$ cat src/sv/des_block_encrypt_unit_macros.svh
// Assertion macros shared by the DES encrypt unit
`ifndef DES_BLOCK_ENCRYPT_UNIT_MACROS_SVH
`define DES_BLOCK_ENCRYPT_UNIT_MACROS_SVH

// check cons in the same cycle as ante
`define DES_ASSERT_SAME(label, ante, cons) \
	label: assert property (@(posedge clk) disable iff (!arst_n) (ante) |-> (cons)) \
		else $error("des assertion failed");

// check cons in the cycle after ante
`define DES_ASSERT_NEXT(label, ante, cons) \
	label: assert property (@(posedge clk) disable iff (!arst_n) (ante) |=> (cons)) \
		else $error("des assertion failed");

`endif

$ cat src/sv/des_pkg.sv
// Types, tables and permutation functions of the DES encrypt unit
`timescale 1ns / 1ps
`default_nettype none
package des_pkg;

	localparam int BLK_W           = 64;
	localparam int KEY_W           = 64;
	localparam int HALF_W          = 32;
	localparam int SUB_W           = 48;
	localparam int CD_W            = 28;
	localparam int NR_W            = 5;
	localparam int CFG_IDX_W       = 2;
	localparam int DES_FULL_ROUNDS = 16;
	localparam int DES_MAX_ROUNDS  = 16;
	localparam logic [NR_W-1:0] NR_RESET = NR_W'(16);

	typedef enum logic [CFG_IDX_W-1:0] {
		CFG_CIPHER_KEY = 2'd0,
		CFG_NUM_ROUNDS = 2'd1
	} des_cfg_idx_t;

	typedef struct packed {
		logic [KEY_W-1:0] cipher_key;
		logic [NR_W-1:0]  num_rounds;
	} des_cfg_t;

	typedef struct packed {
		logic [HALF_W-1:0] l;
		logic [HALF_W-1:0] r;
	} des_half_t;

	localparam logic [6:0] TAB_IP [64] = '{
		58,50,42,34,26,18,10,2, 60,52,44,36,28,20,12,4,
		62,54,46,38,30,22,14,6, 64,56,48,40,32,24,16,8,
		57,49,41,33,25,17,9,1, 59,51,43,35,27,19,11,3,
		61,53,45,37,29,21,13,5, 63,55,47,39,31,23,15,7};

	localparam logic [6:0] TAB_FP [64] = '{
		40,8,48,16,56,24,64,32, 39,7,47,15,55,23,63,31,
		38,6,46,14,54,22,62,30, 37,5,45,13,53,21,61,29,
		36,4,44,12,52,20,60,28, 35,3,43,11,51,19,59,27,
		34,2,42,10,50,18,58,26, 33,1,41,9,49,17,57,25};

	localparam logic [6:0] TAB_E [48] = '{
		32,1,2,3,4,5, 4,5,6,7,8,9, 8,9,10,11,12,13, 12,13,14,15,16,17,
		16,17,18,19,20,21, 20,21,22,23,24,25, 24,25,26,27,28,29,
		28,29,30,31,32,1};

	localparam logic [6:0] TAB_P [32] = '{
		16,7,20,21,29,12,28,17, 1,15,23,26,5,18,31,10,
		2,8,24,14,32,27,3,9, 19,13,30,6,22,11,4,25};

	localparam logic [6:0] TAB_PC1 [56] = '{
		57,49,41,33,25,17,9, 1,58,50,42,34,26,18,
		10,2,59,51,43,35,27, 19,11,3,60,52,44,36,
		63,55,47,39,31,23,15, 7,62,54,46,38,30,22,
		14,6,61,53,45,37,29, 21,13,5,28,20,12,4};

	localparam logic [6:0] TAB_PC2 [48] = '{
		14,17,11,24,1,5, 3,28,15,6,21,10, 23,19,12,4,26,8, 16,7,27,20,13,2,
		41,52,31,37,47,55, 30,40,51,45,33,48, 44,49,39,56,34,53,
		46,42,50,36,29,32};

	localparam logic [1:0] TAB_ROT [16] = '{1,1,2,2,2,2,2,2,1,2,2,2,2,2,2,1};

	localparam logic [3:0] TAB_S [8][64] = '{
		'{14,4,13,1,2,15,11,8,3,10,6,12,5,9,0,7, 0,15,7,4,14,2,13,1,10,6,12,11,9,5,3,8,
		  4,1,14,8,13,6,2,11,15,12,9,7,3,10,5,0, 15,12,8,2,4,9,1,7,5,11,3,14,10,0,6,13},
		'{15,1,8,14,6,11,3,4,9,7,2,13,12,0,5,10, 3,13,4,7,15,2,8,14,12,0,1,10,6,9,11,5,
		  0,14,7,11,10,4,13,1,5,8,12,6,9,3,2,15, 13,8,10,1,3,15,4,2,11,6,7,12,0,5,14,9},
		'{10,0,9,14,6,3,15,5,1,13,12,7,11,4,2,8, 13,7,0,9,3,4,6,10,2,8,5,14,12,11,15,1,
		  13,6,4,9,8,15,3,0,11,1,2,12,5,10,14,7, 1,10,13,0,6,9,8,7,4,15,14,3,11,5,2,12},
		'{7,13,14,3,0,6,9,10,1,2,8,5,11,12,4,15, 13,8,11,5,6,15,0,3,4,7,2,12,1,10,14,9,
		  10,6,9,0,12,11,7,13,15,1,3,14,5,2,8,4, 3,15,0,6,10,1,13,8,9,4,5,11,12,7,2,14},
		'{2,12,4,1,7,10,11,6,8,5,3,15,13,0,14,9, 14,11,2,12,4,7,13,1,5,0,15,10,3,9,8,6,
		  4,2,1,11,10,13,7,8,15,9,12,5,6,3,0,14, 11,8,12,7,1,14,2,13,6,15,0,9,10,4,5,3},
		'{12,1,10,15,9,2,6,8,0,13,3,4,14,7,5,11, 10,15,4,2,7,12,9,5,6,1,13,14,0,11,3,8,
		  9,14,15,5,2,8,12,3,7,0,4,10,1,13,11,6, 4,3,2,12,9,5,15,10,11,14,1,7,6,0,8,13},
		'{4,11,2,14,15,0,8,13,3,12,9,7,5,10,6,1, 13,0,11,7,4,9,1,10,14,3,5,12,2,15,8,6,
		  1,4,11,13,12,3,7,14,10,15,6,8,0,5,9,2, 6,11,13,8,1,4,10,7,9,5,0,15,14,2,3,12},
		'{13,2,8,4,6,15,11,1,10,9,3,14,5,0,12,7, 1,15,13,8,10,3,7,4,12,5,6,11,0,14,9,2,
		  7,11,4,1,9,12,14,2,0,6,10,13,15,3,5,8, 2,1,14,7,4,10,8,13,15,12,9,0,3,5,6,11}};

	function automatic des_half_t des_ip(input logic [BLK_W-1:0] v);
		logic [BLK_W-1:0] r;
		r = '0;
		for (int i = 0; i < BLK_W; i++)
			r[BLK_W-1-i] = v[6'(7'd64 - TAB_IP[i])];
		return des_half_t'(r);
	endfunction

	function automatic logic [BLK_W-1:0] des_fp(input logic [BLK_W-1:0] v);
		logic [BLK_W-1:0] r;
		r = '0;
		for (int i = 0; i < BLK_W; i++)
			r[BLK_W-1-i] = v[6'(7'd64 - TAB_FP[i])];
		return r;
	endfunction

	function automatic logic [CD_W-1:0] des_rot28(input logic [CD_W-1:0] x, input int s);
		logic [2*CD_W-1:0] t;
		t = {x, x} << s;
		return t[2*CD_W-1:CD_W];
	endfunction

	// subkey of round rnd (0-based): PC1, cumulative rotation, PC2
	function automatic logic [SUB_W-1:0] des_subkey(input logic [KEY_W-1:0] key,
		input int rnd);
		logic [2*CD_W-1:0] kp;
		logic [2*CD_W-1:0] cd;
		logic [SUB_W-1:0]  k;
		int                s;
		kp = '0;
		k  = '0;
		s  = 0;
		for (int i = 0; i < 56; i++)
			kp[55-i] = key[6'(7'd64 - TAB_PC1[i])];
		for (int i = 0; i < DES_FULL_ROUNDS; i++)
			if (i <= rnd)
				s = s + int'(TAB_ROT[i]);
		cd = {des_rot28(kp[2*CD_W-1:CD_W], s), des_rot28(kp[CD_W-1:0], s)};
		for (int i = 0; i < SUB_W; i++)
			k[SUB_W-1-i] = cd[6'(7'd56 - TAB_PC2[i])];
		return k;
	endfunction

	function automatic logic [HALF_W-1:0] des_feistel(input logic [HALF_W-1:0] r,
		input logic [SUB_W-1:0] k);
		logic [SUB_W-1:0]  x;
		logic [5:0]        b;
		logic [HALF_W-1:0] s;
		logic [HALF_W-1:0] p;
		x = '0;
		s = '0;
		p = '0;
		for (int i = 0; i < SUB_W; i++)
			x[SUB_W-1-i] = r[5'(7'd32 - TAB_E[i])];
		x = x ^ k;
		for (int j = 0; j < 8; j++) begin
			b = x[SUB_W-1-6*j -: 6];
			s[HALF_W-1-4*j -: 4] = TAB_S[j][{b[5], b[0], b[4:1]}];
		end
		for (int i = 0; i < HALF_W; i++)
			p[HALF_W-1-i] = s[5'(7'd32 - TAB_P[i])];
		return p;
	endfunction

endpackage
`default_nettype wire

$ cat src/sv/des_round_cell.sv
// One DES round cell with its own stage register
`timescale 1ns / 1ps
`default_nettype none
module des_round_cell
	import des_pkg::*;
#(
	parameter int IDX = 0
) (
	input  wire              clk,
	input  wire              arst_n,
	input  wire [KEY_W-1:0]  cipher_key,
	input  wire              active,
	input  wire              in_valid,
	output logic             in_ready,
	input  wire des_half_t   in_blk,
	output logic             out_valid,
	input  wire              out_ready,
	output des_half_t        out_blk
);

	localparam bit SWAP = (IDX < DES_FULL_ROUNDS - 1);

	logic [SUB_W-1:0]  subkey;
	logic [HALF_W-1:0] new_r;
	des_half_t         blk_d;
	logic              valid_q;
	des_half_t         blk_q;

	assign subkey = des_subkey(cipher_key, IDX);
	assign new_r  = in_blk.l ^ des_feistel(in_blk.r, subkey);

	always_comb begin
		blk_d = in_blk;
		if (active) begin
			if (SWAP) begin
				blk_d.l = in_blk.r;
				blk_d.r = new_r;
			end else begin
				blk_d.l = new_r;
			end
		end
	end

	assign in_ready  = !valid_q || out_ready;
	assign out_valid = valid_q;
	assign out_blk   = blk_q;

	always_ff @(posedge clk or negedge arst_n) begin
		if (!arst_n) begin
			valid_q <= 1'b0;
		end else if (in_ready) begin
			valid_q <= in_valid;
		end
	end

	always_ff @(posedge clk) begin
		if (in_valid && in_ready) begin
			blk_q <= blk_d;
		end
	end

endmodule
`default_nettype wire

$ cat config.mk
export PLATFORM = sky130hd
export DESIGN_NAME = des_round_cell
export DESIGN_NICKNAME = d
export VERILOG_FILES = /design/src/sv/des_block_encrypt_unit_macros.svh /design/src/sv/des_pkg.sv /design/src/sv/des_round_cell.sv
export SDC_FILE = /design/constraint.sdc
export NUM_CORES = 1
export LEC_CHECK = 0
export BUFFER_PORTS_ARGS = -buffer_cell sky130_fd_sc_hd__buf_4
export CAP_MARGIN = 40
export CORE_ASPECT_RATIO = 1.75
export CORE_MARGIN = 3
export CORE_UTILIZATION = 51
export DETAILED_ROUTE_END_ITERATION = 6
export GPL_ROUTABILITY_DRIVEN = 0
export HOLD_SLACK_MARGIN = 0.08
export PLACE_DENSITY_LB_ADDON = 0.05
export REMOVE_ABC_BUFFERS = 1
export SKIP_CTS_REPAIR_TIMING = 1
export SLEW_MARGIN = 20
export SYNTH_ARGS = -nofsm -noshare
export SYNTH_HDL_FRONTEND = slang
export SYNTH_SLANG_ARGS = --single-unit
$ cat constraint.sdc
create_clock -name clk -period 2.2 [get_ports clk]
set_input_delay 0.22 -clock clk [delete_from_list [all_inputs] [get_ports clk]]
set_output_delay 0.22 -clock clk [all_outputs]
set_load 0.05 [all_outputs]
# Yosys cells after proc, flatten, opt, wreduce, memory -nomap -nowiden
# Memories as Yosys holds them, arrays and structs flattened.
# Index checks and enable logic that the tools add are counted.
[totals]
regBits = 65
latch_bits = 0
mem_bits_rw = 0
romBits = 2048
input_bits = 133
output_inout_bits = 66
wordCells = 49
mem_count = 8
[classes]
add_sub_neg = 0
n_mul = 0
n_div = 0
magnitude_cmp = 8
n_eq_ne = 0
shift = 0
mux = 17
n_bitwise = 10
reduce_logical = 3
[mem_list]
columns = ["name", "words", "width", "read_ports", "rd_ports_with_merged_regs", "write_ports", "line", "text"]
rows = [
  ["(name not given)", 64, 4, 1, 0, 0, "des_pkg.sv:141", "s[HALF_W-1-4*j -: 4] = TAB_S[j][{b[5], b[0], b[4:1]}];"],
  ["(name not given)", 64, 4, 1, 0, 0, "des_pkg.sv:141", ""],
  ["(name not given)", 64, 4, 1, 0, 0, "des_pkg.sv:141", ""],
  ["(name not given)", 64, 4, 1, 0, 0, "des_pkg.sv:141", ""],
  ["(name not given)", 64, 4, 1, 0, 0, "des_pkg.sv:141", ""],
  ["(name not given)", 64, 4, 1, 0, 0, "des_pkg.sv:141", ""],
  ["2 more memories", "--", "--", "--", "--", "--", "--", ""],
]
[op_table]
columns = ["cell", "n"]
rows = [
  ["$mux W4", 16],
  ["$mux W64", 1],
  ["$ge A7 B7 Y1 const B", 8],
  ["$not A6 Y7", 8],
  ["$xor A48 B48 Y48", 1],
  ["$xor A32 B32 Y32", 1],
  ["$logic_and A1 B1 Y1", 1],
  ["$logic_not A1 Y1", 1],
  ["$logic_or A1 B1 Y1", 1],
]

# Longest topological paths before layout
[logic_depth]
ltp_word = 7
depth_mapped = 10
ltp_nobuf = 9

# Worst setup path after synthesis
# OpenSTA, ideal clock, no wires.
[synth_path]
kind = "register to register"
start = "register valid_q, in the netlist out_valid"
end = "register blk_q (netlist bit out_blk[0]), enable pin"
setup_ps = 429
arrival_ps = 2650
required_ps = 1771
path_slack_ps = -879
stages_incl_launch_ff = 3
n_path_buf = 0
synth_period_minus_slack_ps = 3079
path_cell_list = "dfrtp_1 nand2b_1 and2_1"
[synth_between]
elab_chain_len = 3
[synth_lines]
columns = ["item", "line", "text"]
rows = [
  ["start: declaration", "des_round_cell.sv:26", "logic valid_q;"],
  ["start signal: assignment", "des_round_cell.sv:52", "valid_q <= in_valid;"],
  ["$logic_not A1 Y1", "des_round_cell.sv:44", "assign in_ready = !valid_q || out_ready;"],
  ["$logic_or A1 B1 Y1", "des_round_cell.sv:44", ""],
  ["named net in_ready", "des_round_cell.sv:14", "output logic in_ready,"],
  ["$logic_and A1 B1 Y1", "des_round_cell.sv:57", "if (in_valid && in_ready) begin"],
  ["end signal: assignment", "des_round_cell.sv:58", "blk_q <= blk_d;"],
  ["end: declaration", "des_round_cell.sv:27", "des_half_t blk_q;"],
]
# The timed path passes the listed nets, and every way through them passes these cells.
# A chain may end at the register's enable or synchronous reset.

==> impl_results.md <==
- Outcome: finished with violations
- Failing checks: negative setup slack
- Post-route setup slack: -0.0691 ns
- Cells after synthesis: 938
- Via Count: 8991
- CP Max Fanout: 6
- Buf/Inv on CP: 3
- Setup TNS: -0.0691 ns
- Synthesis-stage register bit count: 65
- Max-cap violations: 0
- Syn Area/Cell: 9.24 µm²
- Core area: 16500 µm²
- Setup CP Type: in -> reg
- Multi-input logic area: 6480 µm²
- CP Capture Type: flip-flop
- Grt total ovfl: 0
- Share of cells above drive strength 1: 0.400
- Wire length of the first global-routing pass: 44000 µm
- EDFF count, synth: 64
- Post-synthesis simple-gate area fraction: 0.137
- Detail Route Antenna Nets: 0
- Max clock buf depth: 2
- DRT Pass-1 Iters: 5
- Xor/xnor share of the synthesized area: 0.118
- Mapped cell area: 8670 µm²
- Vias in the first global route: 9042
- Ports: 199
- Count leader, synth: nand2_1
- Layout Utilization: 0.737
- Worst vdd ir: 0.358 mV
- Drt wl/cell: 18.8 µm
- Antenna violations before repair: 1
- Die area: 18700 µm²
- Library cells used by synthesis: 68
- Combinational family with the most area after synthesis: multiplexers
- RSZ-0062 raised after global routing: true
- DRT iter0 DRCs: 532
- Ys Warns: 0
- Max stage delay on crit path: 0.48 ns
- H-Tree Level Count: 3
- GR Util All Layers: 0.294
- Post-route design area: 12200 µm²
- Post-Route WL: 28300 µm
- Synth top area share: 0.222
- Cell taking the most area after synthesis: edfxtp_1
- Crit path max-delay cell type: mux4_2
- Die X: 105 µm
- Latest clock arrival within the worst-skew pair: 0.35 ns
- # fillers: 1291
- Mux share of post-synthesis cell area: 0.202
- Commonest cells post-synth: 68 x nand2_1, 64 x edfxtp_1, 62 x ha_1
- Worst clock skew: 0.00654 ns
- Fin. Hold Viols: 0
- Worst Tran Pin Value: 0.657 ns
- Synth Area in Adders: 0.0895
- Startpoint types: input port
- Area contributors post-synth: edfxtp_1 22%, ha_1 8.9%, mux4_2 8.1%
- Crit-path cells: buf_6, xor2_4, buf_6, inv_6, ha_1, mux4_1, mux4_2, xor2_1, mux2_4
- Clk slew on worst S/H paths: 0.06 ns
- CP top delay family: multiplexers
- Number of instances in the placed design: 1485
- Max Slew Vio Count: 0
- Required time worst endpoint: 2.29 ns
- Synth Area in Compound Gates: 0.177
- Sequential fraction of the synthesis area: 0.225
- Initial Util: 0.525
- Cts bufs inserted: 9
- Primary FF master, synth: edfxtp_1
- Max Clock Freq: 441 MHz
- Via/cell ratio: 5.98
- Hold slack: 0.0720 ns
- TritonCTS clock tree: built
- DIE HEIGHT: 178 µm
- Post-route insts no fill: 1504
- Cell Rows: 62
- Hold WC Path Type: in -> reg
- # port buffers: 182
- Asr flop ratio synth: 0.0154
- Setup violations, final: 1
- Reg area: 1950 µm²
- Residual DRC: 0
- CTS Sinks: 65
- Nets: 1469
- Clk root buf: clkbuf_16
- Area after DPL: 11600 µm²
- Largest net degree at the start of global routing: 73
- Slew HR: 0.559
- DP Wirelength: 21900 µm
- LEAKAGE: 5.28 nW
- Ratio of final minimum period to clock period: 1.03
- Power consumption: 7.15 mW
- Arrival @ worst endpoint: 2.36 ns
- Most numerous cell on the critical path: buf_6
- Dpl ws: -0.468 ns
- Area Overhead vs Synth: 40.4%
- Minimum clock period: 2.27 ns
- Power Density: 588 nW/µm²
flip-flops by register name (all words and copies together), names as in the netlist:
| register | cells |
|---|---|
| out_valid | 1 |
| out_blk | 64 |
power by group:
part / switching [mW] / total [mW] / internal, mW
Clock: 0.585 / 1.67 / 1.09
Sequential: 0.0324 / 1.54 / 1.51
Combinational: 2.11 / 3.94 / 1.84
final timing paths:
check | from | to | slack (ns) | cells past startpoint
max | cipher_key[41] | out_blk[13] | -0.07 | 9
min | in_valid | out_valid | 0.07 | 2
max in group asynchronous | arst_n | out_valid | 1.93 | 2
max reg2reg | out_valid | out_blk[50] | 0.82 | 3
min reg2reg | out_valid | out_valid | 0.55 | 2
min in group asynchronous | arst_n | out_valid | 0.19 | 2
layout by cell type (no fill, tap or decap), types with 6 or more instances in the layout:
cell type	netlist	layout
a211oi_1	16	16
mux2i_1	55	54
o21a_1	6	6
nand3_1	35	35
a211o_1	9	9
buf_4	0	372
xnor2_1	59	55
o31ai_1	11	11
nor2_1	61	61
clkbuf_16	0	9
o221ai_1	10	10
xor2_2	4	7
xor2_1	41	33
a31oi_1	17	17
nor3_1	37	36
a311oi_1	6	6
o22ai_1	6	6
mux2_2	41	41
o211ai_1	23	23
inv_1	39	37
buf_6	0	6
o2111ai_1	9	9
ha_1	62	57
and3_1	10	10
inv_2	4	6
xnor2_2	5	9
nand2_1	68	68
mux4_2	31	31
edfxtp_1	64	64
nand4_1	6	6
or3_1	10	10
a21oi_1	31	30
o21ai_0	36	36
cell families (layout without fill, tap and decap cells):
logic type / Yosys count / in the layout
muxes: 129 / 129
xor gates and xnor gates: 109 / 109
adders and majority gates: 62 / 62
buffers and inverters: 104 / 445
other: 0 / 1
DFF: 65 / 65
and+or+nand+nor: 253 / 253
AOI/OAI and AO/OA: 216 / 216
layout make-up:
type                    instances  area share
flip-flops and latches         65       0.160
diodes                          1    0.000206
well taps                     224      0.0230
inverters                      46      0.0146
clock buffers                  14      0.0225
multi-input cells             769       0.532
clock inverters                 2     0.00493
repair buffers                383       0.242
per-layer routing:
metal  wire (µm)  GRT usage  vias up  part of all wire
met5           0          0        -                 0
met4        1510      0.174        0             0.053
met3        1450     0.0377       81             0.051
met2       15100      0.569      331              0.54
met1       10200      0.298     4373              0.36
li1            -          -     4206                 -
No activity file was read; power rests on OpenSTA's default activity.
