File: config.mk
export PLATFORM = sky130hd
export DESIGN_NAME = des_cfg_regs_flat
export DESIGN_NICKNAME = d
export VERILOG_FILES = /design/src/sv/des_block_encrypt_unit_macros.svh /design/src/sv/des_pkg.sv /design/src/sv/des_cfg_if.sv /design/src/sv/des_cfg_regs.sv /design/src/flat_wrapper.sv
export SDC_FILE = /design/constraint.sdc
export NUM_CORES = 1
export LEC_CHECK = 0
export BUFFER_PORTS_ARGS = -buffer_cell sky130_fd_sc_hd__buf_2
export CAP_MARGIN = 20
export CORE_ASPECT_RATIO = 0.75
export CORE_UTILIZATION = 46
export DETAILED_ROUTE_END_ITERATION = 8
export GPL_TIMING_DRIVEN = 1
export PLACE_DENSITY = 0.77
export SLEW_MARGIN = 25
export SYNTH_ARGS = -nofsm -noshare
export SYNTH_HDL_FRONTEND = slang
export SYNTH_SLANG_ARGS = --single-unit
File: constraint.sdc
create_clock -name clk -period 0.9 [get_ports clk]
set_clock_uncertainty 0.1 [all_clocks]
set_input_delay 0.045 -clock clk [delete_from_list [all_inputs] [get_ports clk]]
set_output_delay 0.045 -clock clk [all_outputs]
set_load 0.02 [all_outputs]
File: src/sv/des_block_encrypt_unit_macros.svh
// Assertion macros shared by the DES encrypt unit
`ifndef DES_BLOCK_ENCRYPT_UNIT_MACROS_SVH
`define DES_BLOCK_ENCRYPT_UNIT_MACROS_SVH

// check cons in the same cycle as ante
`define DES_ASSERT_SAME(label, ante, cons) \
	label: assert property (@(posedge clk) disable iff (!arst_n) (ante) |-> (cons)) \
		else $error("des assertion failed");

// check cons in the cycle after ante
`define DES_ASSERT_NEXT(label, ante, cons) \
	label: assert property (@(posedge clk) disable iff (!arst_n) (ante) |=> (cons)) \
		else $error("des assertion failed");

`endif

File: src/sv/des_pkg.sv
// Types, tables and permutation functions of the DES encrypt unit
`timescale 1ns / 1ps
`default_nettype none
package des_pkg;

	localparam int BLK_W           = 64;
	localparam int KEY_W           = 64;
	localparam int HALF_W          = 32;
	localparam int SUB_W           = 48;
	localparam int CD_W            = 28;
	localparam int NR_W            = 5;
	localparam int CFG_IDX_W       = 2;
	localparam int DES_FULL_ROUNDS = 16;
	localparam int DES_MAX_ROUNDS  = 16;
	localparam logic [NR_W-1:0] NR_RESET = NR_W'(16);

	typedef enum logic [CFG_IDX_W-1:0] {
		CFG_CIPHER_KEY = 2'd0,
		CFG_NUM_ROUNDS = 2'd1
	} des_cfg_idx_t;

	typedef struct packed {
		logic [KEY_W-1:0] cipher_key;
		logic [NR_W-1:0]  num_rounds;
	} des_cfg_t;

	typedef struct packed {
		logic [HALF_W-1:0] l;
		logic [HALF_W-1:0] r;
	} des_half_t;

	localparam logic [6:0] TAB_IP [64] = '{
		58,50,42,34,26,18,10,2, 60,52,44,36,28,20,12,4,
		62,54,46,38,30,22,14,6, 64,56,48,40,32,24,16,8,
		57,49,41,33,25,17,9,1, 59,51,43,35,27,19,11,3,
		61,53,45,37,29,21,13,5, 63,55,47,39,31,23,15,7};

	localparam logic [6:0] TAB_FP [64] = '{
		40,8,48,16,56,24,64,32, 39,7,47,15,55,23,63,31,
		38,6,46,14,54,22,62,30, 37,5,45,13,53,21,61,29,
		36,4,44,12,52,20,60,28, 35,3,43,11,51,19,59,27,
		34,2,42,10,50,18,58,26, 33,1,41,9,49,17,57,25};

	localparam logic [6:0] TAB_E [48] = '{
		32,1,2,3,4,5, 4,5,6,7,8,9, 8,9,10,11,12,13, 12,13,14,15,16,17,
		16,17,18,19,20,21, 20,21,22,23,24,25, 24,25,26,27,28,29,
		28,29,30,31,32,1};

	localparam logic [6:0] TAB_P [32] = '{
		16,7,20,21,29,12,28,17, 1,15,23,26,5,18,31,10,
		2,8,24,14,32,27,3,9, 19,13,30,6,22,11,4,25};

	localparam logic [6:0] TAB_PC1 [56] = '{
		57,49,41,33,25,17,9, 1,58,50,42,34,26,18,
		10,2,59,51,43,35,27, 19,11,3,60,52,44,36,
		63,55,47,39,31,23,15, 7,62,54,46,38,30,22,
		14,6,61,53,45,37,29, 21,13,5,28,20,12,4};

	localparam logic [6:0] TAB_PC2 [48] = '{
		14,17,11,24,1,5, 3,28,15,6,21,10, 23,19,12,4,26,8, 16,7,27,20,13,2,
		41,52,31,37,47,55, 30,40,51,45,33,48, 44,49,39,56,34,53,
		46,42,50,36,29,32};

	localparam logic [1:0] TAB_ROT [16] = '{1,1,2,2,2,2,2,2,1,2,2,2,2,2,2,1};

	localparam logic [3:0] TAB_S [8][64] = '{
		'{14,4,13,1,2,15,11,8,3,10,6,12,5,9,0,7, 0,15,7,4,14,2,13,1,10,6,12,11,9,5,3,8,
		  4,1,14,8,13,6,2,11,15,12,9,7,3,10,5,0, 15,12,8,2,4,9,1,7,5,11,3,14,10,0,6,13},
		'{15,1,8,14,6,11,3,4,9,7,2,13,12,0,5,10, 3,13,4,7,15,2,8,14,12,0,1,10,6,9,11,5,
		  0,14,7,11,10,4,13,1,5,8,12,6,9,3,2,15, 13,8,10,1,3,15,4,2,11,6,7,12,0,5,14,9},
		'{10,0,9,14,6,3,15,5,1,13,12,7,11,4,2,8, 13,7,0,9,3,4,6,10,2,8,5,14,12,11,15,1,
		  13,6,4,9,8,15,3,0,11,1,2,12,5,10,14,7, 1,10,13,0,6,9,8,7,4,15,14,3,11,5,2,12},
		'{7,13,14,3,0,6,9,10,1,2,8,5,11,12,4,15, 13,8,11,5,6,15,0,3,4,7,2,12,1,10,14,9,
		  10,6,9,0,12,11,7,13,15,1,3,14,5,2,8,4, 3,15,0,6,10,1,13,8,9,4,5,11,12,7,2,14},
		'{2,12,4,1,7,10,11,6,8,5,3,15,13,0,14,9, 14,11,2,12,4,7,13,1,5,0,15,10,3,9,8,6,
		  4,2,1,11,10,13,7,8,15,9,12,5,6,3,0,14, 11,8,12,7,1,14,2,13,6,15,0,9,10,4,5,3},
		'{12,1,10,15,9,2,6,8,0,13,3,4,14,7,5,11, 10,15,4,2,7,12,9,5,6,1,13,14,0,11,3,8,
		  9,14,15,5,2,8,12,3,7,0,4,10,1,13,11,6, 4,3,2,12,9,5,15,10,11,14,1,7,6,0,8,13},
		'{4,11,2,14,15,0,8,13,3,12,9,7,5,10,6,1, 13,0,11,7,4,9,1,10,14,3,5,12,2,15,8,6,
		  1,4,11,13,12,3,7,14,10,15,6,8,0,5,9,2, 6,11,13,8,1,4,10,7,9,5,0,15,14,2,3,12},
		'{13,2,8,4,6,15,11,1,10,9,3,14,5,0,12,7, 1,15,13,8,10,3,7,4,12,5,6,11,0,14,9,2,
		  7,11,4,1,9,12,14,2,0,6,10,13,15,3,5,8, 2,1,14,7,4,10,8,13,15,12,9,0,3,5,6,11}};

	function automatic des_half_t des_ip(input logic [BLK_W-1:0] v);
		logic [BLK_W-1:0] r;
		r = '0;
		for (int i = 0; i < BLK_W; i++)
			r[BLK_W-1-i] = v[6'(7'd64 - TAB_IP[i])];
		return des_half_t'(r);
	endfunction

	function automatic logic [BLK_W-1:0] des_fp(input logic [BLK_W-1:0] v);
		logic [BLK_W-1:0] r;
		r = '0;
		for (int i = 0; i < BLK_W; i++)
			r[BLK_W-1-i] = v[6'(7'd64 - TAB_FP[i])];
		return r;
	endfunction

	function automatic logic [CD_W-1:0] des_rot28(input logic [CD_W-1:0] x, input int s);
		logic [2*CD_W-1:0] t;
		t = {x, x} << s;
		return t[2*CD_W-1:CD_W];
	endfunction

	// subkey of round rnd (0-based): PC1, cumulative rotation, PC2
	function automatic logic [SUB_W-1:0] des_subkey(input logic [KEY_W-1:0] key,
		input int rnd);
		logic [2*CD_W-1:0] kp;
		logic [2*CD_W-1:0] cd;
		logic [SUB_W-1:0]  k;
		int                s;
		kp = '0;
		k  = '0;
		s  = 0;
		for (int i = 0; i < 56; i++)
			kp[55-i] = key[6'(7'd64 - TAB_PC1[i])];
		for (int i = 0; i < DES_FULL_ROUNDS; i++)
			if (i <= rnd)
				s = s + int'(TAB_ROT[i]);
		cd = {des_rot28(kp[2*CD_W-1:CD_W], s), des_rot28(kp[CD_W-1:0], s)};
		for (int i = 0; i < SUB_W; i++)
			k[SUB_W-1-i] = cd[6'(7'd56 - TAB_PC2[i])];
		return k;
	endfunction

	function automatic logic [HALF_W-1:0] des_feistel(input logic [HALF_W-1:0] r,
		input logic [SUB_W-1:0] k);
		logic [SUB_W-1:0]  x;
		logic [5:0]        b;
		logic [HALF_W-1:0] s;
		logic [HALF_W-1:0] p;
		x = '0;
		s = '0;
		p = '0;
		for (int i = 0; i < SUB_W; i++)
			x[SUB_W-1-i] = r[5'(7'd32 - TAB_E[i])];
		x = x ^ k;
		for (int j = 0; j < 8; j++) begin
			b = x[SUB_W-1-6*j -: 6];
			s[HALF_W-1-4*j -: 4] = TAB_S[j][{b[5], b[0], b[4:1]}];
		end
		for (int i = 0; i < HALF_W; i++)
			p[HALF_W-1-i] = s[5'(7'd32 - TAB_P[i])];
		return p;
	endfunction

endpackage
`default_nettype wire

File: src/sv/des_cfg_if.sv
// Configuration write channel
`timescale 1ns / 1ps
`default_nettype none
interface des_cfg_if
	import des_pkg::*;
();
	logic                 valid;
	logic                 ready;
	logic [CFG_IDX_W-1:0] index;
	logic [KEY_W-1:0]     data;

	modport source (output valid, output index, output data, input ready);
	modport sink (input valid, input index, input data, output ready);
endinterface
`default_nettype wire

File: src/sv/des_cfg_regs.sv
// Configuration registers: cipher key and round count
`timescale 1ns / 1ps
`default_nettype none
module des_cfg_regs
	import des_pkg::*;
(
	input  wire       clk,
	input  wire       arst_n,
	des_cfg_if.sink   cfg,
	output des_cfg_t  cfg_q
);

	assign cfg.ready = 1'b1;

	always_ff @(posedge clk or negedge arst_n) begin
		if (!arst_n) begin
			cfg_q.cipher_key <= '0;
			cfg_q.num_rounds <= NR_RESET;
		end else if (cfg.valid && cfg.ready) begin
			case (des_cfg_idx_t'(cfg.index))
				CFG_CIPHER_KEY: cfg_q.cipher_key <= cfg.data;
				CFG_NUM_ROUNDS: cfg_q.num_rounds <= cfg.data[NR_W-1:0];
				default: ;
			endcase
		end
	end

endmodule
`default_nettype wire

File: src/flat_wrapper.sv
// flat-port wrapper written by rule: the top's interface ports become plain ports
module des_cfg_regs_flat import des_pkg::*;
  (clk, arst_n, cfg_q, cfg_valid, cfg_index, cfg_data, cfg_ready);
  des_cfg_if cfg_i ();
  input  wire clk;
  input  wire arst_n;
  output des_cfg_t cfg_q;
  input wire logic [$bits(cfg_i.valid)-1:0] cfg_valid;
  input wire logic [$bits(cfg_i.index)-1:0] cfg_index;
  input wire logic [$bits(cfg_i.data)-1:0] cfg_data;
  output wire logic [$bits(cfg_i.ready)-1:0] cfg_ready;
  assign cfg_i.valid = cfg_valid;
  assign cfg_i.index = cfg_index;
  assign cfg_i.data = cfg_data;
  assign cfg_ready = cfg_i.ready;
  des_cfg_regs u_core (.clk(clk), .arst_n(arst_n), .cfg(cfg_i), .cfg_q(cfg_q));
endmodule
== After elaboration in Yosys (flattened, before gate mapping) ==
Cells that the tools add are included.
Word-level totals
  flip-flop bits (word level): 69
  bits in latches: 0
  RAM bits: 0
  ROM bits: 0
  input port bits: 69
  output and inout bits: 70
  word-level logic and storage cells: 6
  memories: 0
Cells by class
  add/subtract/negate cells: 0
  multiply operators: 0
  divide/modulo/power cells: 0
  $lt $le $gt $ge: 0
  equal/unequal tests: 1
  shift operators: 0
  multiplexer cells: 0
  bitwise gates (word level): 0
  reduce and logical (&&, ||, !) cells: 3
Operators by type and width (count)
  AND reduction 2 bit: 2
  equality test 2 x 1 -> 1 bit (second input constant): 1
  logical NOT 2 bit: 1

== Depth between registers and ports, before layout ==
Gate-level depths: netlist (run 1).
  depth after elaboration: 2
  mapped depth: 4

== Worst setup path after synthesis (run 1) ==
OpenSTA, ideal clock, no wires.
  path kind: input to register
  start: input port cfg_index[0]
  end: register u_core.cfg_q[10] (netlist name)
  library setup time: 0.125 ns
  data arrival time: 0.868 ns
  path slack: -0.193 ns
  stages on the path: 4
  buffers on the path: 2
  path through: nor3b_2 > buf_6 > buf_12 > mux2_4
On the way
  longest elaborated chain between the ends: 2
RTL lines
  start: declaration: RTL line flat_wrapper.sv:9  | input wire logic [$bits(cfg_i.index)-1:0] cfg_index;
  logical NOT 2 bit: RTL line des_cfg_regs.sv:20  | case (des_cfg_idx_t'(cfg.index))
  AND reduction 2 bit (no source line)
No other way between the ends.
A chain may end at the register's enable or synchronous reset.

== Worst setup path in the final report (run 1) ==
  start: register u_core.cfg_q[4] (netlist name)
  end: output port cfg_q[4] (netlist name)
RTL lines
  end: declaration: RTL line flat_wrapper.sv:7  | output des_cfg_t cfg_q;
No word-level cell between the ends.

==> reports/qor.csv, run 1 <==
metric,value,unit
Post-DRT Antenna Nets,0,
total wire length,12.3,mm
count of flip-flops with a built-in enable after synthesis,0,
GRT overflow,0,
failing checks,setup timing,
Cell Int Power,7.63,mW
Max Freq,871,MHz
leak pwr,2.76,nW
CTS Buffer Depth,2,
Max stage delay on crit path,550,ps
GPL Wtd Cong,0.757,
Worst Hold Class,in2reg,
Synth Instances,149,
CP max FO,2,
DRC,0,
syn_nets,218,
Fin. Hold Viols,0,
DR vias/cell,5.08,
most used routing layer,met2,
Peak VDD IR,1580,uV
via count,2531,
clock power share,20.6,%
# port buffers,137,
core region area,0.00595,mm2
pwr dens,2000,mW/mm2
required time worst endpoint,750,ps
die area,0.00661,mm2
Initial Util,48.7,%
Final Core Density,94.4,%
DRT Pass-1 Iters,5,
DRT iter0 DRCs,132,
DP HPWL,4.45,mm
synth unique cells,10,
Setup WS pre-CTS,-404,ps
Synth Register Bits,69,
vias in the first global route,2772,
post-synthesis sequential area ratio,59.7,%
pin count of the biggest net entering global routing,37,
Worst Slack Setup Final,-247,ps
Sw Pwr,3.57,mW
fin nets,484,
"Async S/R FF share, synth",100,%
GR Util met1,34.6,%
clk slew on worst S/H paths,80,ps
slowest CP cell,dfstp_2,
Critical path buffers and inverters,1,
IO Pins,139,
startpoint types,flop,
met3 Usage GRT,7.10,%
Die Height,70.7,um
outcome,"complete, but fails checks",
met2 usage in global routing,58.7,%
CP endpoint kind,primary output,
top cell type's share of synthesized area,58.8,%
mapped cell area,0.00289,mm2
Finished Cell Area,0.00561,mm2
GRT Util Overall,31.4,%
arrival time at the worst endpoint,1000,ps
layout cells sized above 1,68.3,%
Layout Area Growth over Synthesis,93.9,%
RSZ-0062 raised after global routing,true,
flip-flop count of the largest register after layout,69,
Largest regs,u_core.cfg_q x69,
Hold Worst Slack,153,ps
placed inst area,0.00375,mm2
Sequential Power Share,38.4,%
yosys synthesis warning count,0,
fin. max-slew vios,0,
Synth area leaders,"dfrtp_1 (59%), mux2_4 (31%), buf_12 (4.2%), mux2_2 (3.5%), dfstp_2 (0.91%)",
Switching Share,31.9,%
H-tree levels,3,
initial antenna violation count,1,
"area leader, netlist",dfrtp_1,
max cap viols,0,
"CP delay by family, top",flip-flops,
most frequent cells after synthesis,"dfrtp_1 (68), mux2_4 (60), mux2_2 (9)",
"Power, Total",11.2,mW
type of the worst setup path,reg2out,
largest reg by FF count,u_core.cfg_q,
CTS Sinks,69,
Die X,93.6,um
TritonCTS clock tree,built,
Final min period,1150,ps
clk_lat worst skew,330,ps
Main synth FF type,dfrtp_1,
worst path cell trace,buf_6,
synthesized area per cell,19.4,um2
top-count cell post-synth,dfrtp_1,
final setup fails,134,
root buf cell,clkbuf_8,
Comb power frac,41.0,%
global-route wire length before repair,15.0,mm
# rows,24,
CTS buffer count,9,
WL per Instance,24.6,um
ratio of final minimum period to clock period,127,%
[cell type report]
class                           instances  area, um2
Timing Repair Buffer                  263       2550
Multi-Input combinational cell         72       1060
Antenna cell                            1       2.50
Clock buffer                           13        159
Sequential cell                        69       1730
Tap cell                               78       97.6
Clock inverter                          2       10.0
Fill cell                             153        335
[logic make-up (layout without fill, tap and decap cells)]
| kind of cell | count (synthesis) | count (layout) | share of synthesized area, % |
|---|---|---|---|
| buffers and inverters | 8 | 278 | 4.80 |
| flip-flops | 69 | 69 | 59.7 |
| multiplexers | 69 | 69 | 34.6 |
| other | 1 | 2 | 0.130 |
| AND/OR/NAND/NOR | 2 | 2 | 0.692 |
[routing by layer]
| metal | routed length, um | up-vias | share of wire (%) |
|---|---|---|---|
| met5 | 0 | - | 0 |
| li1 | - | 1051 | - |
| met1 | 4130 | 1249 | 34 |
| met2 | 6760 | 182 | 55 |
| met4 | 572 | 0 | 4.7 |
| met3 | 797 | 49 | 6.5 |
[timing repair]
action | 4_1_cts | 5_1_grt
pin swaps | 1 | 1
hold buffers | 65 | 0
buffers inserted | 35 | 11
endpoints found under the setup margin | 119 | 136
endpoints found under the hold margin | 138 | 0
gates resized for setup | 156 | 26
gates cloned | 4 | 1
[placed cells by master (no fill, tap or decap), drive strengths merged]
master,netlist,final
buf,8,197
nor3b,1,1
conb,1,1
dfrtp,68,68
mux2,69,69
dlygate4sd3,0,65
dfstp,1,1
clkinv,0,2
diode,0,1
nand3b,1,1
clkbuf,0,14
[path summary, 6_finish.rpt]
kind | start | end | slack (ps) | cells after the start
worst max-delay path | u_core.cfg_q[4] | cfg_q[4] | -250 | 1
worst min-delay path | cfg_index[0] | u_core.cfg_q[0] | 150 | 4
worst max register to register | u_core.cfg_q[30] | u_core.cfg_q[30] | -170 | 2
worst min register to register | u_core.cfg_q[35] | u_core.cfg_q[35] | 440 | 1
max in group asynchronous | arst_n | u_core.cfg_q[4] | 220 | 3
min in group asynchronous | arst_n | u_core.cfg_q[57] | 210 | 3
[power groups by stage]
stage          clock (mW)  sequential, mW  combinational [mW]
4_1_cts              2.25            4.16                4.11
5_1_grt              2.46            4.34                4.73
3_5_place_dp            0            4.07                2.70
2_1_floorplan           0            4.80               0.960
6_report             2.30            4.31                4.59
3_3_place_gp            0            4.07                2.62
[through the flow]
| stage | instances | setup TNS, ps |
|---|---|---|
| 6_report | 498 | -16680 |
| 2_1_floorplan | 149 | -11890 |
| 3_5_place_dp | 369 | -24460 |
| 3_3_place_gp | 369 | -22470 |
| 5_1_grt | 498 | -19740 |
| 4_1_cts | 488 | -13710 |
(Power assumes the default switching activity.)
==> inputs of run 2 (changes only) <==
--- a/config.mk
+++ b/config.mk
@@ -7,7 +7,7 @@
 export LEC_CHECK = 0
 export BUFFER_PORTS_ARGS = -buffer_cell sky130_fd_sc_hd__buf_2
 export CAP_MARGIN = 20
-export CORE_ASPECT_RATIO = 0.75
+export CORE_ASPECT_RATIO = 0.9
 export CORE_UTILIZATION = 46
 export DETAILED_ROUTE_END_ITERATION = 8
 export GPL_TIMING_DRIVEN = 1
==> reports/qor.csv, run 2 (synthesis gave the netlist of run 1 again) <==
metric,value,unit
outcome,"complete, but fails checks",
failing checks,setup timing,
required time worst endpoint,750,ps
area occupied by multi-input gates,0.00106,mm2
clk slew on worst S/H paths,80,ps
ratio of final minimum period to clock period,132,%
Max Freq,841,MHz
total wire length,13.5,mm
core region area,0.00608,mm2
TritonCTS clock tree,built,
Cell Int Power,8.53,mW
fillcell total,148,
Final min period,1190,ps
most frequent cells in the layout,"buf_6 (113), mux2_4 (67), dlygate4sd3_1 (65), buf_2 (65), dfrtp_1 (64)",
Critical Path Stages,1,
Die Height,77.2,um
largest reg by FF count,u_core.cfg_q,
DR vias/cell,5.32,
Largest regs,u_core.cfg_q x69,
Worst Hold Class,in2reg,
Final Core Density,94.9,%
arrival time at the worst endpoint,1040,ps
clk_lat worst skew,350,ps
CP max FO,2,
r2r setup slk,-190,ps
worst path cell trace,buf_6,
# rows,27,
WL per Instance,27.0,um
CTS Sinks,69,
CTS buffer count,9,
Post-DRT Antenna Nets,0,
fin. max-slew vios,0,
max cap viols,0,
CTS Buffer Depth,2,
DP HPWL,4.47,mm
Layout Area Growth over Synthesis,99.5,%
initial antenna violation count,1,
final setup fails,136,
global-route wire length before repair,16.0,mm
Max stage delay on crit path,570,ps
Die X,85.6,um
"CP delay by family, top",flip-flops,
Peak VDD IR,1400,uV
Comb power frac,38.1,%
Reg area,0.00173,mm2
reg2reg start,u_core.cfg_q[62],
pin count of the biggest net entering global routing,42,
# port buffers,137,
Sequential Power Share,35.2,%
Critical path buffers and inverters,1,
CP endpoint kind,primary output,
RSZ-0062 raised after global routing,true,
type of the worst setup path,reg2out,
IO Pins,139,
Worst setup endpoint,cfg_q[4],
flip-flop count of the largest register after layout,69,
pwr dens,2160,mW/mm2
"commonest non-fill, non-tap cell in the layout",buf_6,
startpoint types,flop,
DRC,0,
layout cells sized above 1,69.2,%
Sw Pwr,3.92,mW
Finished Cell Area,0.00577,mm2
Switching Share,31.5,%
R2R cell count,2,
Critical Path Source,u_core.cfg_q[4],
GPL Wtd Cong,0.720,
Initial Util,47.6,%
leak pwr,2.84,nW
placed inst area,0.00374,mm2
H-tree levels,3,
Worst Slack Setup Final,-289,ps
via count,2653,
DRT Pass-1 Iters,6,
die area,0.00661,mm2
RR Endpoint,u_core.cfg_q[62],
GRT overflow,0,
GRT Util Overall,34.4,%
DRT iter0 DRCs,220,
fin nets,491,
vias in the first global route,2809,
root buf cell,clkbuf_8,
clock power share,26.6,%
slowest CP cell,dfstp_2,
Fin. Hold Viols,0,
==> run 2: metrics by stage <==
step	hold WS [ps]	TNS, ps	total power, mW	std cells	setup WS (ps)
2_1_floorplan	-351	-11890	5.76	149	-192
3_3_place_gp	-53.8	-23640	6.68	366	-383
3_5_place_dp	-36.9	-23830	6.76	366	-402
4_1_cts	149	-13580	11.5	485	-251
5_1_grt	165	-20620	12.7	499	-311
6_report	170	-19670	12.4	499	-289
==> run 2: how the worst min path moves through the flow <==
| stage | from | end | slack, ps | depth (start not counted) |
|---|---|---|---|---|
| 5_1_grt | cfg_valid | u_core.cfg_q[3] | 170 | 4 |
| 3_5_place_dp | arst_n | u_core.cfg_q[45] | -40 | 2 |
| 2_1_floorplan | arst_n | u_core.cfg_q[0] | -350 | 0 |
| 6_report | cfg_valid | u_core.cfg_q[3] | 170 | 4 |
| 4_1_cts | arst_n | u_core.cfg_q[59] | 150 | 3 |
| 3_3_place_gp | arst_n | u_core.cfg_q[59] | -50 | 2 |
==> run 2: power by group through the flow <==
| stage | Sequential [mW] | Combinational, mW | Clock (mW) |
|---|---|---|---|
| 4_1_cts | 4.17 | 4.15 | 3.15 |
| 5_1_grt | 4.40 | 4.89 | 3.44 |
| 6_report | 4.38 | 4.75 | 3.32 |
| 3_5_place_dp | 4.08 | 2.69 | 0 |
| 3_3_place_gp | 4.06 | 2.63 | 0 |
| 2_1_floorplan | 4.80 | 0.960 | 0 |
==> run 2: area by class of cell <==
type,instances,share of cell area (%)
Multi-Input combinational cell,72,18.3
Timing Repair Buffer,270,45.8
Sequential cell,69,30.0
Clock inverter,5,1.86
Tap cell,72,1.56
Clock buffer,10,2.39
Antenna cell,1,0.0434
==> run 2: timing repair <==
item / in CTS / in global routing
pin swaps: 1 / 1
hold buffers: 65 / 0
endpoints found under the setup margin: 123 / 136
cloned: 3 / 0
buffers inserted: 36 / 13
resized for setup: 162 / 36
endpoints found under the hold margin: 138 / 0
==> run 2: metal layers <==
metal  track usage [%]  up-vias  part of all wire (%)  wire length (um)
li1                  -     1064                     -                 -
met1              37.2     1324                    34              4640
met2              60.4      194                    52              7040
met3              9.90       71                   7.5              1010
met4              18.5        0                   6.0               806
met5                 0        -                     0                 0
